File: src/design/ecc_pkg.sv
package ecc_pkg;

   localparam logic OP_SPLIT = 1'b0;
   localparam logic OP_PACK  = 1'b1;

   localparam logic [1:0] ST_OK       = 2'd0;
   localparam logic [1:0] ST_BAD_TIME = 2'd1;
   localparam logic [1:0] ST_BAD_DATE = 2'd2;
   localparam logic [1:0] ST_OVERFLOW = 2'd3;

   localparam logic [11:0] BASE_YEAR    = 12'd1970;
   localparam logic [2:0]  BASE_WEEKDAY = 3'd4;

   typedef struct packed {
      logic        operation;
      logic [31:0] epoch;
      logic [11:0] year;
      logic [3:0]  month;
      logic [4:0]  day;
      logic [4:0]  hour;
      logic [5:0]  minute;
      logic [5:0]  second;
      logic [1:0]  status;
   } job_type;

   function automatic logic is_leap(input logic [11:0] y);
      logic [11:0] q100;
      logic [11:0] r100;
      q100 = 12'((24'(y) * 24'd2622) >> 18);
      r100 = 12'(y - 12'(q100 * 12'd100));
      if (r100 == 12'd0) begin
         return q100[1:0] == 2'd0;
      end
      return y[1:0] == 2'd0;
   endfunction

   function automatic logic [8:0] year_len(input logic [11:0] y);
      return is_leap(y) ? 9'd366 : 9'd365;
   endfunction

   function automatic logic [4:0] month_len(input logic [3:0] m0, input logic [11:0] y);
      logic [4:0] d;
      unique case (m0)
         4'd1: d = is_leap(y) ? 5'd29 : 5'd28;
         4'd3, 4'd5, 4'd8, 4'd10: d = 5'd30;
         default: d = 5'd31;
      endcase
      return d;
   endfunction

endpackage

File: src/design/ecc_front.sv
module ecc_front (
   input  logic                 clock,
   input  logic                 reset,
   input  logic                 req_valid,
   output logic                 req_ready,
   input  logic                 req_operation,
   input  logic [31:0]          req_epoch_in,
   input  logic [11:0]          req_year_in,
   input  logic [3:0]           req_month_in,
   input  logic [4:0]           req_day_in,
   input  logic [4:0]           req_hour_in,
   input  logic [5:0]           req_minute_in,
   input  logic [5:0]           req_second_in,
   output logic                 job_valid,
   input  logic                 job_ready,
   output ecc_pkg::job_type     job
);

   logic [1:0] status;
   logic [1:0] count_ff, count_in;
   logic       wr_ptr_ff, wr_ptr_in, rd_ptr_ff, rd_ptr_in;
   ecc_pkg::job_type queue_ff [2];
   ecc_pkg::job_type entry;
   logic push, pop;

   always_comb begin
      status = ecc_pkg::ST_OK;
      if (req_operation == ecc_pkg::OP_PACK) begin
         if (req_hour_in > 5'd23 || req_minute_in > 6'd59 || req_second_in > 6'd59) begin
            status = ecc_pkg::ST_BAD_TIME;
         end else if (req_year_in < ecc_pkg::BASE_YEAR || req_month_in == 4'd0
                      || req_month_in > 4'd12 || req_day_in == 5'd0
                      || req_day_in > ecc_pkg::month_len(4'(req_month_in - 4'd1), req_year_in))
         begin
            status = ecc_pkg::ST_BAD_DATE;
         end
      end
      entry = '{req_operation, req_epoch_in, req_year_in, req_month_in, req_day_in,
                req_hour_in, req_minute_in, req_second_in, status};
   end

   assign req_ready = count_ff != 2'd2;
   assign job_valid = count_ff != 2'd0;
   assign job       = queue_ff[rd_ptr_ff];
   assign push      = req_valid && req_ready;
   assign pop       = job_valid && job_ready;

   always_comb begin
      count_in  = 2'(count_ff + {1'b0, push} - {1'b0, pop});
      wr_ptr_in = wr_ptr_ff ^ push;
      rd_ptr_in = rd_ptr_ff ^ pop;
   end

   always_ff @(posedge clock) begin
      if (reset) begin
         count_ff  <= 2'd0;
         wr_ptr_ff <= 1'b0;
         rd_ptr_ff <= 1'b0;
      end else begin
         count_ff  <= count_in;
         wr_ptr_ff <= wr_ptr_in;
         rd_ptr_ff <= rd_ptr_in;
      end
   end

   always_ff @(posedge clock) begin
      if (push) begin
         queue_ff[wr_ptr_ff] <= entry;
      end
   end

   a_count_max: assert property (@(posedge clock) disable iff (reset) count_ff <= 2'd2)
      else $error("queue count out of range");
   a_no_push_full: assert property (@(posedge clock) disable iff (reset)
      count_ff == 2'd2 |-> !push) else $error("push into full queue");
   a_ptr_diff: assert property (@(posedge clock) disable iff (reset)
      (count_ff == 2'd1) == (wr_ptr_ff != rd_ptr_ff)) else $error("pointer mismatch");

endmodule

File: config.mk
export PLATFORM = sky130hd
export DESIGN_NAME = ecc_front
export DESIGN_NICKNAME = d
export VERILOG_FILES = /design/src/design/ecc_pkg.sv /design/src/design/ecc_front.sv
export SDC_FILE = /design/constraint.sdc
export NUM_CORES = 1
export LEC_CHECK = 0
export BUFFER_PORTS_ARGS = -buffer_cell sky130_fd_sc_hd__buf_2
export CAP_MARGIN = 20
export CORE_MARGIN = 3
export CORE_UTILIZATION = 45
export CTS_BUF_LIST = sky130_fd_sc_hd__clkbuf_8 sky130_fd_sc_hd__clkbuf_16
export DETAILED_ROUTE_END_ITERATION = 7
export GPL_ROUTABILITY_DRIVEN = 0
export HOLD_SLACK_MARGIN = 0.05
export PLACE_DENSITY = 0.66
export SYNTH_ARGS = -nofsm -noshare
export SYNTH_HDL_FRONTEND = slang
export SYNTH_SLANG_ARGS = --single-unit
File: constraint.sdc
create_clock -name clock -period 18.3 [get_ports clock]
set_clock_uncertainty 0.2 [all_clocks]
set_input_delay 4.575 -clock clock [delete_from_list [all_inputs] [get_ports clock]]
set_output_delay 4.575 -clock clock [all_outputs]
set_load 0.05 [all_outputs]
-- After elaboration in Yosys (flattened, before gate mapping)
Memory sizes are Yosys's and may differ from the RTL's. A register that Yosys moved wholly into a read port is not among the register bits.
Cells that the tools add are included.
Widths: inputs -> output; s select.
- RAM bits: 146
- bits in registers: 4
- output and inout bits: 75
- memories: 1
- word-level logic and storage cells: 58
- reduce and logical (&&, ||, !) cells: 15
- eq/ne operators: 6
- $add $sub $neg: 4
- multiply operators: 2
- $lt $le $gt $ge: 6
- muxes and demuxes: 19
- bitwise gates (word level): 2
- memory list (memory ; depth ; bits a word ; rd ports ; clocked after Yosys merged registers in ; wr ports ; RTL line ; source):
    queue_ff ; 2 ; 73 ; 1 ; 1 ; 1 ; ecc_front.sv:22 ; ecc_pkg::job_type queue_ff [2];
- operators by type and width (cell ; number):
    $mul 12x11->23 const B ; 1
    $mux 1 ; 13
    $gt 6x6->1 const B ; 2
    $logic_not 12->1 ; 1
    $lt 12x11->1 const B ; 1
    $sub 12x12->12 ; 1
    $mul 6x5->10 const B ; 1
    $mux 5 ; 2
    $eq 4x4->1 const B ; 2
    $logic_or 1x1->1 ; 6
    $mux 2 ; 3
    $gt 5x5->1 ; 1
    $gt 5x5->1 const B ; 1
    $logic_not 5->1 ; 1
    $eq 4x1->1 const B ; 1
    $eq 4x2->1 const B ; 1
    $eq 4x3->1 const B ; 1
    $gt 4x4->1 const B ; 1
    $logic_not 2->1 ; 2
    $logic_not 4->1 ; 1
    $pmux 2 s2 ; 1
    $reduce_or 4->1 ; 1
    $sub 4x1->4 const B ; 1
    $add 2x1->2 ; 1
    5 further kinds ; 7

-- Logic depth before layout (Yosys ltp)
- depth after elaboration: 21
- gate-level depth with buffers: 42
- gate-level depth less buffers: 42

-- Worst setup path after synthesis
No wires, ideal clock.
- path kind: input-to-reg
- from: input req_year_in[6]
- to: memory queue_ff[0][1] (netlist name) (data pin)
- setup slack: 5.478 ns
- stages on the path: 39
- required time: 17.827 ns
- arrival: 12.349 ns
- library setup time: 0.273 ns
- cell sequence: inv_1 -> fa_1 -> inv_1 -> ha_1 -> inv_1 -> fa_1 -> inv_1 -> fa_1 -> inv_1 -> fa_1 -> inv_1 -> ha_1 -> nor4_1 -> o21ai_0 -> o2111ai_1 -> a21boi_0 -> o21ai_0 -> nand2b_1 -> [... 3 more ...] -> ha_1 -> ha_1 -> ha_1 -> xor2_1 -> ha_1 -> o21ai_0 -> nand3b_1 -> o21ai_0 -> nor4_1 -> o211ai_1 -> nor2_1 -> o221ai_1 -> a2111oi_2 -> a21oi_1 -> ha_1 -> a21oi_1 -> a2111oi_0 -> nor3_1
- cells in the longest elaborated chain, start to end: 21
- ends and longest elaborated chain (element ; RTL line ; source):
    start, declared ; ecc_front.sv:8 ; input logic [11:0] req_year_in,
    $mul 12x11->23 ; ecc_pkg.sv:29 ; q100 = 12'((24'(y) * 24'd2622) >> 18);
    $mul 6x5->10 ; ecc_pkg.sv:30 ; r100 = 12'(y - 12'(q100 * 12'd100));
    $sub 12x12->12 ; ecc_pkg.sv:30 ;
    $logic_not 12->1 ; ecc_pkg.sv:31 ; if (r100 == 12'd0) begin
    $mux 1 ; ecc_pkg.sv:31 ;
    $mux 1 ; ecc_pkg.sv:43 ; unique case (m0)
    $mux 1 ; ecc_front.sv:29 ; if (req_hour_in > 5'd23 || req_minute_in > 6'd59 || req_second_in > 6'd59) begin
    $mux 1 ; ecc_front.sv:28 ; if (req_operation == ecc_pkg::OP_PACK) begin
    [... 6 more ...] ; n/a ;
    $mux 5 ; ecc_front.sv:29 ;
    $mux 5 ; ecc_front.sv:28 ;
    $gt 5x5->1 ; ecc_front.sv:33 ; || req_day_in > ecc_pkg::month_len(4'(req_month_in - 4'd1), req_year_in))
    $logic_or 1x1->1 * ; ecc_front.sv:33 ;
    $mux 2 * ; ecc_front.sv:31 ; end else if (req_year_in < ecc_pkg::BASE_YEAR || req_month_in == 4'd0
    $mux 2 * ; ecc_front.sv:29 ;
    $mux 2 * ; ecc_front.sv:28 ;
    via status[1] ; ecc_front.sv:19 ; logic [1:0] status;
    end, declared ; ecc_front.sv:22 ;
The timed path passes the listed nets; every way through them passes the cells marked *. The select of a mux whose other input is x is not followed.

-- Final worst setup path
Ends and elaborated chain as after synthesis.

==> impl_metrics.csv <==
group,metric,value,unit
critical_path,cpMostUsedCell,"ha_1",
timing,fmax,73.9,MHz
global_route,grt_max_degree,74,
timing,fin_crit,13540,ps
synthesis,synth_simple_gate_area_share,3.93,%
route,drt_iter0_markers,290,
synthesis,async_flop_share,0,%
synthesis,synthMuxAreaShare,9.07,%
critical_path,cp_slowest_cell,"fa_1",
critical_path,worstSetupStartpointType,"input pin",
worst_hold_path,hold_depth,2,
placed_design,dp_hpwl,13500,microns
layout,nNetsFinal,1073,
synthesis,yosysSeqAreaShare,48.7,%
global_route,gr-total-overflow,0,
synthesis,syn_area,9180,sq um
critical_path,crit_required,18230,ps
cts,clockBufferDepth,2,
cts,cts_made_buffers,17,
cts,clk_pin_slew,60,ps
route,dr_total_vias,5632,
die,ios,150,
cts,cts_tree,"yes",
synthesis,synth.ff_latch_count,150,
layout,drive_gt1_share,31.8,%
placed_design,place_ws,4320,ps
route,drtPass1Iterations,5,
critical_path,r2r_end,"queue_ff[1][47]",
die,die_w,149,microns
die,dieHeight,149,microns
route,viasPerCell,5.08,
synthesis,postSynthCellCount,670,
synthesis,synth_fp_nets,913,
route,wl_per_cell,16.6,microns
layout,layout_commonest_cell,"buf_2",
die,design.die.area,22100,sq um
job,drv_cap,0,
synthesis,synth-adder-area-share,26.4,%
die,core.rowCount,51,
outcome,run_status,"finished clean",
timing,period_share,74.0,%
critical_path,rr_startpoint,"count_ff[0]",
global_route,grt_usage,16.9,%
worst_hold_path,hp-class,"flip-flop to flip-flop",
timing,drv_slew,0,
cts,cts_hold_repair.buffers,0,
cts,insertion_delay,410,ps
die,coreArea,19700,sq um
cts,clock_sinks,150,
worst_hold_path,whs_endpoint,"count_ff[1]",
critical_path,slowest_delay,520,ps
critical_path,rr_worst_depth,4,
global_route,antenna_found_initial,1,
synthesis,synth_top_area_cell,"edfxtp_1",
synthesis,synthDistinctLibCells,51,
timing,rsz0062_at_grt,"no",
route,postRouteAntennaNets,0,
synthesis,synth_area_leaders,"edfxtp_1 48%, ha_1 17%, fa_1 9.4%",
critical_path,crit_type,"input pin to flip-flop",
timing,whs,342,ps
route,totalWireLength,18400,microns
synthesis,syn_avg_cell_area,13.7,sq um
placed_design,portBuffers,149,
synthesis,synth_top_family_by_area,"adder cells",
cts,post_cts_buffers,0,
route,drc_errors,0,
cts,root_buffer,"clkbuf_16",
cts,htreeDepth,4,
timing,fin_ws,4760,ps
worst_hold_path,hp-start,"count_ff[1]",
timing,timing.setup.tns,0,ps
synthesis,synth_edf_count,146,
layout,final_cell_mix,"149 x buf_2, 146 x edfxtp_1, 123 x ha_1, 113 x inv_1, 73 x mux2_2",
synthesis,synth_compound_area_share,5.20,%
synthesis,yosys_warnings,0,
timing,setup_violations,0,
cts,cts_resized,0,
global_route,grt_pass1_wl,29000,microns
synthesis,synth_top_area_share,47.8,%
synthesis,synthXorXnorAreaFrac,1.62,%
layout,syn_to_final_growth,18.8,%
timing,hold_viol_final,0,
die,start_util,46.5,%
global_route,first_global_vias,5727,
timing,relSlewSlack,30.3,%
critical_path,crit_path_end_kind,"flip-flop",
critical_path,r2r_slack,16150,ps
critical_path,cp_max_fo,8,
critical_path,worstPathArrival,13470,ps
synthesis,ys.flop_type,"edfxtp_1",
timing,worst_pin_slew,1040,ps
layout,fin_util,55.3,%
-- kinds of logic (layout without fill, tap and decap cells) --
logic type,Yosys count,count (layout)
buffers and inverters,123,296
XOR/XNOR,17,17
other,0,1
flip-flops,150,150
multiplexers,74,74
adder cells (fa/ha/maj),168,168
AO/OA/AOI/OAI,68,68
AND/OR/NAND/NOR,70,70
-- flip-flops by register name, indices dropped and copies added, names as in the netlist --
signal     flops
queue_ff     146
wr_ptr_ff      1
count_ff       2
rd_ptr_ff      1
-- worst max-delay path by stage --
stage	slack (ps)	startpoint	to	cells past startpoint
2_1_floorplan	5480	req_year_in[6]	queue_ff[0][1]	39
3_3_place_gp	4540	req_year_in[5]	queue_ff[0][1]	40
3_5_place_dp	4320	req_year_in[6]	queue_ff[0][1]	40
4_1_cts	4730	req_year_in[6]	queue_ff[0][1]	40
5_1_grt	4040	req_year_in[6]	queue_ff[1][1]	40
6_report	4760	req_year_in[6]	queue_ff[0][1]	40
-- critical path: cells and delay by family --
family	cells	cell delay, ps
adders and majority gates	12	4180
xor gates and xnor gates	2	380
buffers and inverters	7	740
and+or+nand+nor	6	1020
AOI/OAI and AO/OA	13	2580
-- synthesized netlist by cell type, types with 4 or more instances --
cell type    n
xor2_1       6
xnor2_1     11
mux2_2      73
nor2_1      20
a21oi_1     14
clkbuf_1     9
nand2_1     16
nor3_1       4
nor2b_1      5
a31oi_1      4
a211oi_1     6
edfxtp_1   146
o21ai_0     13
inv_1      113
o211ai_1     5
dfxtp_1      4
fa_1        43
ha_1       125
-- layer usage --
layer  global-route usage [%]  vias up  wire length (microns)
met4                     4.30        2                    229
met2                     27.4      159                   8460
met5                        0        -                     13
met1                     23.4     2722                   8440
li1                         -     2731                      -
met3                     3.77       18                   1230
-- final cells by class --
class	instances	area, sq um
fillers	1645	8810
well taps	265	332
multi-input cells	397	4270
clock inverters	15	204
clock buffers	17	425
flip-flops and latches	150	4470
repair buffers	151	781
diodes	1	2.50
inverters	113	424
-- metrics by stage --
| stage | instances | instance area [sq um] |
|---|---|---|
| 2_1_floorplan | 670 | 9180 |
| 3_3_place_gp | 1075 | 10200 |
| 3_5_place_dp | 1075 | 10200 |
| 4_1_cts | 1107 | 10900 |
| 5_1_grt | 1108 | 10900 |
| 6_report | 1109 | 10900 |
Power is left out: the tool's default activity adds up to more than one toggle a clock period on the data nets, which glitch-free logic cannot reach.
